File: src/design/psg_tone_noise_envelope_assert.svh
// assertion macros shared by the sound generator
`ifndef PSG_TONE_NOISE_ENVELOPE_ASSERT_SVH
`define PSG_TONE_NOISE_ENVELOPE_ASSERT_SVH

// same-cycle implication, held off while reset is low
`define PSG_ASSERT_IMP(label, clk, rst_n, cond, prop, msg) \
    label: assert property (@(posedge clk) disable iff (!(rst_n)) (cond) |-> (prop)) \
        else $error(msg);

// next-cycle implication, held off while reset is low
`define PSG_ASSERT_NXT(label, clk, rst_n, cond, prop, msg) \
    label: assert property (@(posedge clk) disable iff (!(rst_n)) (cond) |=> (prop)) \
        else $error(msg);

`endif

File: src/design/psg_pkg.sv
// ----------------------------------------------------------------------------
// psg_pkg
// shared types, codes and the volume table of the sound generator
// ----------------------------------------------------------------------------
package psg_pkg;

    // item operation codes
    typedef enum logic [1:0] {
        OP_LATCH = 2'd0,
        OP_WRITE = 2'd1,
        OP_READ  = 2'd2,
        OP_TICK  = 2'd3
    } t_op;

    // register file indexes
    localparam logic [3:0] REG_NOISE_PER = 4'd6;
    localparam logic [3:0] REG_MIXER     = 4'd7;
    localparam logic [3:0] REG_VOL_A     = 4'd8;
    localparam logic [3:0] REG_ENV_LO    = 4'd11;
    localparam logic [3:0] REG_ENV_HI    = 4'd12;
    localparam logic [3:0] REG_ENV_SHAPE = 4'd13;

    localparam int NUM_REGS  = 16;
    localparam int NUM_TONES = 3;

    localparam logic [3:0] VOL_MAX = 4'hf;
    localparam logic [3:0] VOL_MIN = 4'h0;

    typedef logic [7:0] t_reg_file [NUM_REGS];

    // envelope control from the top level
    typedef struct packed {
        logic tick;
        logic restart;
        logic attack_in;
        logic cont;
        logic alt;
        logic hold;
    } t_env_ctl;

    // logarithmic volume table
    function automatic logic [5:0] vol_table(input logic [3:0] v);
        logic [5:0] r;
        case (v)
            4'd0:    r = 6'd0;
            4'd1:    r = 6'd1;
            4'd2:    r = 6'd2;
            4'd3:    r = 6'd3;
            4'd4:    r = 6'd4;
            4'd5:    r = 6'd5;
            4'd6:    r = 6'd7;
            4'd7:    r = 6'd10;
            4'd8:    r = 6'd13;
            4'd9:    r = 6'd18;
            4'd10:   r = 6'd24;
            4'd11:   r = 6'd30;
            4'd12:   r = 6'd36;
            4'd13:   r = 6'd40;
            default: r = 6'd42;
        endcase
        return r;
    endfunction

endpackage

File: src/design/psg_if.sv
// ----------------------------------------------------------------------------
// psg_if
// valid/ready channels for items in and results out
// ----------------------------------------------------------------------------
interface psg_in_if;
    logic             valid;
    logic             ready;
    psg_pkg::t_op     operation;
    logic [7:0]       write_data;

    modport source (output valid, output operation, output write_data, input ready);
    modport sink   (input valid, input operation, input write_data, output ready);
endinterface

interface psg_out_if;
    logic       valid;
    logic       ready;
    logic [7:0] read_data;
    logic [6:0] amplitude;

    modport source (output valid, output read_data, output amplitude, input ready);
    modport sink   (input valid, input read_data, input amplitude, output ready);
endinterface

File: src/design/psg_tone.sv
// ----------------------------------------------------------------------------
// psg_tone
// one square-wave tone channel: period counter and output level
// ----------------------------------------------------------------------------
module psg_tone (
    input  logic        i_clk,
    input  logic        i_rst_n,
    input  logic        i_tick,
    input  logic [11:0] i_period,
    output logic        o_level_next
);

    logic [11:0] r_count, n_count;
    logic        r_level, n_level;
    logic [12:0] w_inc;
    logic [12:0] w_period;

    // zero period acts as one
    assign w_period = (i_period == 12'd0) ? 13'd1 : {1'b0, i_period};
    assign w_inc    = {1'b0, r_count} + 13'd1;

    // counter step and toggle
    always_comb begin
        n_count = r_count;
        n_level = r_level;
        if (i_tick) begin
            if (w_inc >= w_period) begin
                n_count = 12'd0;
                n_level = ~r_level;
            end else begin
                n_count = w_inc[11:0];
            end
        end
    end

    always_ff @(posedge i_clk) begin
        if (!i_rst_n) begin
            r_count <= 12'd0;
            r_level <= 1'b0;
        end else begin
            r_count <= n_count;
            r_level <= n_level;
        end
    end

    assign o_level_next = n_level;

endmodule

File: src/design/psg_noise.sv
// ----------------------------------------------------------------------------
// psg_noise
// 17-bit noise shift register stepped every twice the noise period
// ----------------------------------------------------------------------------
module psg_noise (
    input  logic       i_clk,
    input  logic       i_rst_n,
    input  logic       i_tick,
    input  logic [4:0] i_period,
    output logic       o_level_next
);

    logic [5:0]  r_count, n_count;
    logic [16:0] r_shift, n_shift;
    logic        r_level, n_level;
    logic [6:0]  w_inc;
    logic [6:0]  w_limit;
    logic        w_fb;

    // limit is twice the period, zero acting as one
    assign w_limit = (i_period == 5'd0) ? 7'd2 : {1'b0, i_period, 1'b0};
    assign w_inc   = {1'b0, r_count} + 7'd1;
    assign w_fb    = r_shift[0] ^ r_shift[3];

    // counter and shift step
    always_comb begin
        n_count = r_count;
        n_shift = r_shift;
        n_level = r_level;
        if (i_tick) begin
            if (w_inc >= w_limit) begin
                n_count = 6'd0;
                n_shift = {w_fb, r_shift[16:1]};
                n_level = r_shift[1];
            end else begin
                n_count = w_inc[5:0];
            end
        end
    end

    always_ff @(posedge i_clk) begin
        if (!i_rst_n) begin
            r_count <= 6'd0;
            r_shift <= 17'd1;
            r_level <= 1'b0;
        end else begin
            r_count <= n_count;
            r_shift <= n_shift;
            r_level <= n_level;
        end
    end

    assign o_level_next = n_level;

endmodule

File: src/design/psg_env.sv
// ----------------------------------------------------------------------------
// psg_env
// envelope generator: step counter, attack direction and volume
// ----------------------------------------------------------------------------
module psg_env (
    input  logic              i_clk,
    input  logic              i_rst_n,
    input  psg_pkg::t_env_ctl i_ctl,
    input  logic [15:0]       i_period,
    output logic [3:0]        o_volume_next
);

    logic [20:0] r_count, n_count;
    logic [4:0]  r_step, n_step;
    logic        r_attack, n_attack;
    logic [3:0]  r_volume, n_volume;
    logic [20:0] w_inc;
    logic [20:0] w_limit;
    logic        w_flip;

    // limit is 32 times the period, zero acting as one
    assign w_limit = (i_period == 16'd0) ? 21'd32 : {i_period, 5'd0};
    assign w_inc   = r_count + 21'd1;
    assign w_flip  = r_attack ^ i_ctl.alt;

    // restart on shape write, step on tick
    always_comb begin
        n_count  = r_count;
        n_step   = r_step;
        n_attack = r_attack;
        n_volume = r_volume;
        if (i_ctl.restart) begin
            n_count  = 21'd0;
            n_step   = 5'd0;
            n_attack = i_ctl.attack_in;
            n_volume = i_ctl.attack_in ? psg_pkg::VOL_MIN : psg_pkg::VOL_MAX;
        end else if (i_ctl.tick) begin
            n_count = w_inc;
            if (w_inc >= w_limit) begin
                n_count = 21'd0;
                if (!r_step[4]) begin
                    n_volume = r_attack ? r_step[3:0] : ~r_step[3:0];
                    n_step   = r_step + 5'd1;
                end else if (!i_ctl.cont) begin
                    n_volume = psg_pkg::VOL_MIN;
                end else if (i_ctl.hold) begin
                    n_volume = w_flip ? psg_pkg::VOL_MAX : psg_pkg::VOL_MIN;
                end else begin
                    n_attack = w_flip;
                    n_step   = 5'd0;
                    n_volume = w_flip ? psg_pkg::VOL_MIN : psg_pkg::VOL_MAX;
                end
            end
        end
    end

    always_ff @(posedge i_clk) begin
        if (!i_rst_n) begin
            r_count  <= 21'd0;
            r_step   <= 5'd0;
            r_attack <= 1'b0;
            r_volume <= 4'd0;
        end else begin
            r_count  <= n_count;
            r_step   <= n_step;
            r_attack <= n_attack;
            r_volume <= n_volume;
        end
    end

    assign o_volume_next = n_volume;

endmodule

File: src/design/psg_mix.sv
// ----------------------------------------------------------------------------
// psg_mix
// channel gating, volume selection and table sum
// ----------------------------------------------------------------------------
module psg_mix (
    input  logic [7:0] i_mixer,
    input  logic [7:0] i_vol_a,
    input  logic [7:0] i_vol_b,
    input  logic [7:0] i_vol_c,
    input  logic [2:0] i_tone_level,
    input  logic       i_noise_level,
    input  logic [3:0] i_env_volume,
    output logic [6:0] o_amplitude
);

    logic [7:0] w_vreg [psg_pkg::NUM_TONES];
    logic [5:0] w_part [psg_pkg::NUM_TONES];

    assign w_vreg[0] = i_vol_a;
    assign w_vreg[1] = i_vol_b;
    assign w_vreg[2] = i_vol_c;

    // per channel table volume, zero when gated off
    always_comb begin
        for (int c = 0; c < psg_pkg::NUM_TONES; c++) begin
            logic       on;
            logic [3:0] v;
            on = (i_mixer[c] | i_tone_level[c]) & (i_mixer[c + 3] | i_noise_level);
            v  = w_vreg[c][4] ? i_env_volume : w_vreg[c][3:0];
            w_part[c] = on ? psg_pkg::vol_table(v) : 6'd0;
        end
    end

    assign o_amplitude = {1'b0, w_part[0]} + {1'b0, w_part[1]} + {1'b0, w_part[2]};

endmodule

File: src/design/psg_tone_noise_envelope.sv
// ----------------------------------------------------------------------------
// psg_tone_noise_envelope
// three-channel tone, noise and envelope sound generator
// ----------------------------------------------------------------------------
// Items arrive on i_in (operation, write_data) and each returns one result on
// o_out (read_data, amplitude). Operations: latch a register index, write the
// latched register, read it, or advance the generator by one tick.
// Each transfer on i_in updates all state at that clock edge and loads the
// result register; the result is valid in the cycle after.
// Throughput is one item per cycle: i_in.ready is high whenever the result
// register is empty or its result is taken in the same cycle, so the block
// keeps accepting while the receiver takes results.
// When the receiver stalls, the result holds and i_in.ready drops until the
// result is taken; nothing is lost or repeated.
// While i_rst_n is low, i_in.ready is low, the register file, index,
// counters, noise shift register and envelope return to their reset values
// and no result is pending. Ready rises as soon as reset is released.
// read_data is zero for every operation but a read; amplitude is the mixed
// table sum after the item takes effect.
// ----------------------------------------------------------------------------
`include "psg_tone_noise_envelope_assert.svh"

module psg_tone_noise_envelope (
    input  logic      i_clk,
    input  logic      i_rst_n,
    psg_in_if.sink    i_in,
    psg_out_if.source o_out
);

    psg_pkg::t_reg_file r_regs, n_regs;
    logic [3:0]         r_index, n_index;
    logic               r_valid;
    logic [7:0]         r_read_data, n_read_data;
    logic [6:0]         r_amplitude, n_amplitude;

    logic               w_accept;
    logic               w_tick;
    logic               w_write;
    psg_pkg::t_env_ctl  w_env_ctl;
    logic [2:0]         w_tone_next;
    logic               w_noise_next;
    logic [3:0]         w_env_next;

    // handshake
    assign i_in.ready = i_rst_n && (!r_valid || o_out.ready);
    assign w_accept   = i_in.valid && i_in.ready;
    assign w_tick     = w_accept && (i_in.operation == psg_pkg::OP_TICK);
    assign w_write    = w_accept && (i_in.operation == psg_pkg::OP_WRITE);

    // register file, index latch and read path
    always_comb begin
        n_regs      = r_regs;
        n_index     = r_index;
        n_read_data = 8'd0;
        if (w_accept) begin
            case (i_in.operation)
                psg_pkg::OP_LATCH: n_index = i_in.write_data[3:0];
                psg_pkg::OP_WRITE: n_regs[r_index] = i_in.write_data;
                psg_pkg::OP_READ:  n_read_data = r_regs[r_index];
                default:           n_read_data = 8'd0;
            endcase
        end
    end

    // envelope control
    assign w_env_ctl.tick      = w_tick;
    assign w_env_ctl.restart   = w_write && (r_index == psg_pkg::REG_ENV_SHAPE);
    assign w_env_ctl.attack_in = i_in.write_data[2];
    assign w_env_ctl.cont      = r_regs[psg_pkg::REG_ENV_SHAPE][3];
    assign w_env_ctl.alt       = r_regs[psg_pkg::REG_ENV_SHAPE][1];
    assign w_env_ctl.hold      = r_regs[psg_pkg::REG_ENV_SHAPE][0];

    // tone channels
    for (genvar c = 0; c < psg_pkg::NUM_TONES; c++) begin : g_tone
        psg_tone u_tone (
            .i_clk        (i_clk),
            .i_rst_n      (i_rst_n),
            .i_tick       (w_tick),
            .i_period     ({r_regs[2 * c + 1][3:0], r_regs[2 * c]}),
            .o_level_next (w_tone_next[c])
        );
    end

    psg_noise u_noise (
        .i_clk        (i_clk),
        .i_rst_n      (i_rst_n),
        .i_tick       (w_tick),
        .i_period     (r_regs[psg_pkg::REG_NOISE_PER][4:0]),
        .o_level_next (w_noise_next)
    );

    psg_env u_env (
        .i_clk         (i_clk),
        .i_rst_n       (i_rst_n),
        .i_ctl         (w_env_ctl),
        .i_period      ({r_regs[psg_pkg::REG_ENV_HI], r_regs[psg_pkg::REG_ENV_LO]}),
        .o_volume_next (w_env_next)
    );

    // amplitude from the state after this item
    psg_mix u_mix (
        .i_mixer       (n_regs[psg_pkg::REG_MIXER]),
        .i_vol_a       (n_regs[psg_pkg::REG_VOL_A]),
        .i_vol_b       (n_regs[psg_pkg::REG_VOL_A + 4'd1]),
        .i_vol_c       (n_regs[psg_pkg::REG_VOL_A + 4'd2]),
        .i_tone_level  (w_tone_next),
        .i_noise_level (w_noise_next),
        .i_env_volume  (w_env_next),
        .o_amplitude   (n_amplitude)
    );

    // control state
    always_ff @(posedge i_clk) begin
        if (!i_rst_n) begin
            for (int i = 0; i < psg_pkg::NUM_REGS; i++) begin
                r_regs[i] <= 8'd0;
            end
            r_index <= 4'd0;
            r_valid <= 1'b0;
        end else begin
            r_regs  <= n_regs;
            r_index <= n_index;
            if (w_accept) begin
                r_valid <= 1'b1;
            end else if (o_out.ready) begin
                r_valid <= 1'b0;
            end
        end
    end

    // result payload
    always_ff @(posedge i_clk) begin
        if (w_accept) begin
            r_read_data <= n_read_data;
            r_amplitude <= n_amplitude;
        end
    end

    assign o_out.valid     = r_valid;
    assign o_out.read_data = r_read_data;
    assign o_out.amplitude = r_amplitude;

    // checks
    `PSG_ASSERT_IMP(a_stall_blocks, i_clk, i_rst_n, r_valid && !o_out.ready, !i_in.ready, "input taken while result stalled")
    `PSG_ASSERT_NXT(a_accept_result, i_clk, i_rst_n, w_accept, r_valid, "transfer in without result")
    `PSG_ASSERT_NXT(a_read_zero, i_clk, i_rst_n, w_accept && (i_in.operation != psg_pkg::OP_READ), r_read_data == 8'd0, "read data nonzero for non-read")

endmodule

File: src/flat_wrapper.sv
// flat-port wrapper written by rule: the top's interface ports become plain ports
module psg_tone_noise_envelope_flat 
  (i_clk, i_rst_n, i_in_valid, i_in_operation, i_in_write_data, i_in_ready, o_out_valid, o_out_read_data, o_out_amplitude, o_out_ready);
  psg_in_if i_in_i ();
  psg_out_if o_out_i ();
  input  logic i_clk;
  input  logic i_rst_n;
  input wire logic [$bits(i_in_i.valid)-1:0] i_in_valid;
  input wire logic [$bits(i_in_i.operation)-1:0] i_in_operation;
  input wire logic [$bits(i_in_i.write_data)-1:0] i_in_write_data;
  output wire logic [$bits(i_in_i.ready)-1:0] i_in_ready;
  output wire logic [$bits(o_out_i.valid)-1:0] o_out_valid;
  output wire logic [$bits(o_out_i.read_data)-1:0] o_out_read_data;
  output wire logic [$bits(o_out_i.amplitude)-1:0] o_out_amplitude;
  input wire logic [$bits(o_out_i.ready)-1:0] o_out_ready;
  assign i_in_i.valid = i_in_valid;
  assign i_in_i.operation = i_in_operation;
  assign i_in_i.write_data = i_in_write_data;
  assign i_in_ready = i_in_i.ready;
  assign o_out_valid = o_out_i.valid;
  assign o_out_read_data = o_out_i.read_data;
  assign o_out_amplitude = o_out_i.amplitude;
  assign o_out_i.ready = o_out_ready;
  psg_tone_noise_envelope u_core (.i_clk(i_clk), .i_rst_n(i_rst_n), .i_in(i_in_i), .o_out(o_out_i));
endmodule
File: config.mk
export PLATFORM = sky130hd
export DESIGN_NAME = psg_tone_noise_envelope_flat
export DESIGN_NICKNAME = d
export VERILOG_FILES = /design/src/design/psg_pkg.sv /design/src/design/psg_if.sv /design/src/design/psg_tone.sv /design/src/design/psg_noise.sv /design/src/design/psg_env.sv /design/src/design/psg_mix.sv /design/src/design/psg_tone_noise_envelope.sv /design/src/flat_wrapper.sv
export VERILOG_INCLUDE_DIRS = /design/src /design/src/design
export SDC_FILE = /design/constraint.sdc
export NUM_CORES = 1
export LEC_CHECK = 0
export ABC_AREA = 1
export BUFFER_PORTS_ARGS = -buffer_cell sky130_fd_sc_hd__clkbuf_2
export CORE_UTILIZATION = 55
export DETAILED_ROUTE_END_ITERATION = 10
export PLACE_DENSITY = 0.71
export SLEW_MARGIN = 20
export SYNTH_ARGS = -nofsm -noshare
export SYNTH_HDL_FRONTEND = slang
export SYNTH_HIERARCHICAL = 1
export SYNTH_SLANG_ARGS = --single-unit
export TNS_END_PERCENT = 10
File: constraint.sdc
create_clock -name i_clk -period 5.8 [get_ports i_clk]
set_input_delay 0.29 -clock i_clk [delete_from_list [all_inputs] [get_ports i_clk]]
set_output_delay 0.29 -clock i_clk [all_outputs]
set_load 0.05 [all_outputs]
==> flow_summary.ini <==
[status]
status = finished, final reports clean

[finish]
final_cells = 2613
insertedDiodeCount = 0
syn_to_final_growth_pct = 8.27
final_design_area_no_fill_sq_um = 16400
drive_gt1_share_pct = 10.3
final_nets = 2354
fin_util_pct = 60.8

[power]
power.density_nw_per_um2 = 231
power.ir.vdd_worst_mv = 0.232
p_leak_nw = 7.45
fin_total_pwr_mw = 3.78

[setup_path]
critPathTopFamily = simple AND/OR/NAND/NOR gates
startpoint = u_core/u_env/r_count[0]
path_max_fanout = 8
cp_slowest_cell = fa_1
r2r_end = u_core/o_out.amplitude[5]
timing.rr.start = u_core/u_env/r_count[0]
cpPeakStageDelay_ns = 0.45
crit_type = reg -> reg
endpoint_kind = register
cpMostUsedCell = nand2_1
worst-path-buf-inv = 3
r2r.worst_path.cells = 36
r2r_slack_ns = 0.36
arrival_ns = 5.73
cp-start-kind = register
cp_data_required_time_ns = 6.08

[floorplanning]
core_sq_um = 27000
initial_core_util_pct = 56.2
ios = 31
rows = 60
dieWidth_um = 168
die_area_sq_um = 28200
die_h_um = 168

[sta]
clock.fmax_mhz = 184
clock_skew_ns = 0.0104
slew_violations = 0
post-route-period-util_pct = 93.9
tightest_slew_ns = 1.01
relSlewSlack_pct = 32.5
period_needed_ns = 5.44
setup_viol = 0
hold_viol = 0
fin_setup_tns_ns = 0

[routing]
drtIter0Drc = 1258
drc = 0
viasPerCell = 5.41
wl_per_cell_um = 14.7
num_vias = 14100
ant_nets = 0
finalWirelength_mm = 38.5
dr.pass1.iters = 5

[worst_hold_path]
min_from = o_out_ready
holdPathEnd = u_core/o_out.valid
min_path_cells = 4
min_path_type = in -> reg

[cts]
cts_tree = yes
cts.clk_slew.worst_paths_ns = 0.06
cts_buffers = 28
clock_latency_ns = 0.54
ctsHtreeMaxLevel = 1
clock_sinks = 242
cts-root-buf = clkbuf_16
cts_max_path_buffers = 3
ctsHoldBuffers = 0

[place]
routabilityCongestion = 0.907
dp_cells = 2560
placed_area_sq_um = 15400
dp_hpwl_mm = 26.6
io_buffers = 30

[yosys]
avgSynthCellArea_sq_um = 6.69
syn-num-nets = 2366
synthCells = 2262
ys_warn_count = 6
syn_area_sq_um = 15100

[grt]
grt_max_degree = 75
overflow = 0
grt_pass1_wl_mm = 63.8
grt_use_total_pct = 27.4
antenna_found_initial = 0
grt_pass1_vias = 12800

[run]
cap_viol_max_count = 0
power breakdown:
part	switching (mW)	total (mW)	leakage, nW	internal [mW]
Combinational	0.184	0.240	5.00	0.0557
Sequential	0.0124	1.70	1.98	1.69
Clock	0.711	1.84	0.471	1.12
Total	0.908	3.78	7.45	2.87
cell usage in the layout (no fill, tap or decap), types with 30 or more instances in the layout:
cell type and n:
nand2_1 768, inv_1 241, dfxtp_1 224, a21oi_1 168, nor2_1 167, nand3_1 167
ha_1 82, o21ai_0 54, xor2_1 38, clkbuf_2 30
layout make-up:
type	count	area (sq um)
Fill cell	2542	10600
Multi-Input combinational cell	1676	8770
Sequential cell	242	5000
Inverter	261	983
Clock buffer	42	835
Tap cell	341	427
Timing Repair Buffer	41	245
Clock inverter	10	134
layer usage:
metal | GRT usage, % | part of all wire, % | vias to the layer above
li1 | - | - | 7158
met1 | 40.0 | 48 | 6511
met2 | 42.5 | 43 | 395
met3 | 3.36 | 6.5 | 63
met4 | 7.18 | 2.3 | 0
met5 | 0 | 0 | -
worst register-to-register path: cells and delay by family, from the launching register on:
family / cells / cell delay [ns]
compound gates: 3 / 0.32
simple gates: 23 / 2.36
xor+xnor: 1 / 0.10
buf+inv: 3 / 0.23
flops: 1 / 0.37
fa+ha+maj: 6 / 1.83
through the flow:
step	setup slack, ns	hold slack (ns)
after floorplan	0.562	0.374
after global placement	0.355	0.448
after detailed placement	0.214	0.452
after CTS	0.178	0.0689
after global routing	-0.108	0.0928
final	0.355	0.0820
worst max-delay path by stage:
stage                           endpoint  slack, ns  cells past startpoint
2_1_floorplan  u_core/o_out.amplitude[5]       0.56                     22
3_3_place_gp   u_core/o_out.amplitude[5]       0.36                     36
3_5_place_dp   u_core/o_out.amplitude[5]       0.21                     36
4_1_cts        u_core/o_out.amplitude[5]       0.18                     36
5_1_grt        u_core/o_out.amplitude[5]      -0.11                     36
6_report       u_core/o_out.amplitude[5]       0.36                     36
timing repair:
item	CTS	global route
endpoints found under the setup margin	0	4
buffers inserted	0	1
resized for setup	0	19
registers in the layout (all words and copies together), names as in the netlist:
signal,cells
u_core/g_tone.u_tone/r_count,36
u_core/g_tone.u_tone/r_level,3
u_core/o_out.amplitude,7
u_core/o_out.read_data,8
u_core/o_out.valid,1
u_core/r_index,4
u_core/r_regs,128
u_core/u_env/r_attack,1
u_core/u_env/r_count,21
u_core/u_env/r_step,5
u_core/u_env/r_volume,4
u_core/u_noise/r_count,6
u_core/u_noise/r_level,1
u_core/u_noise/r_shift,17
(Power assumes the default switching activity.)
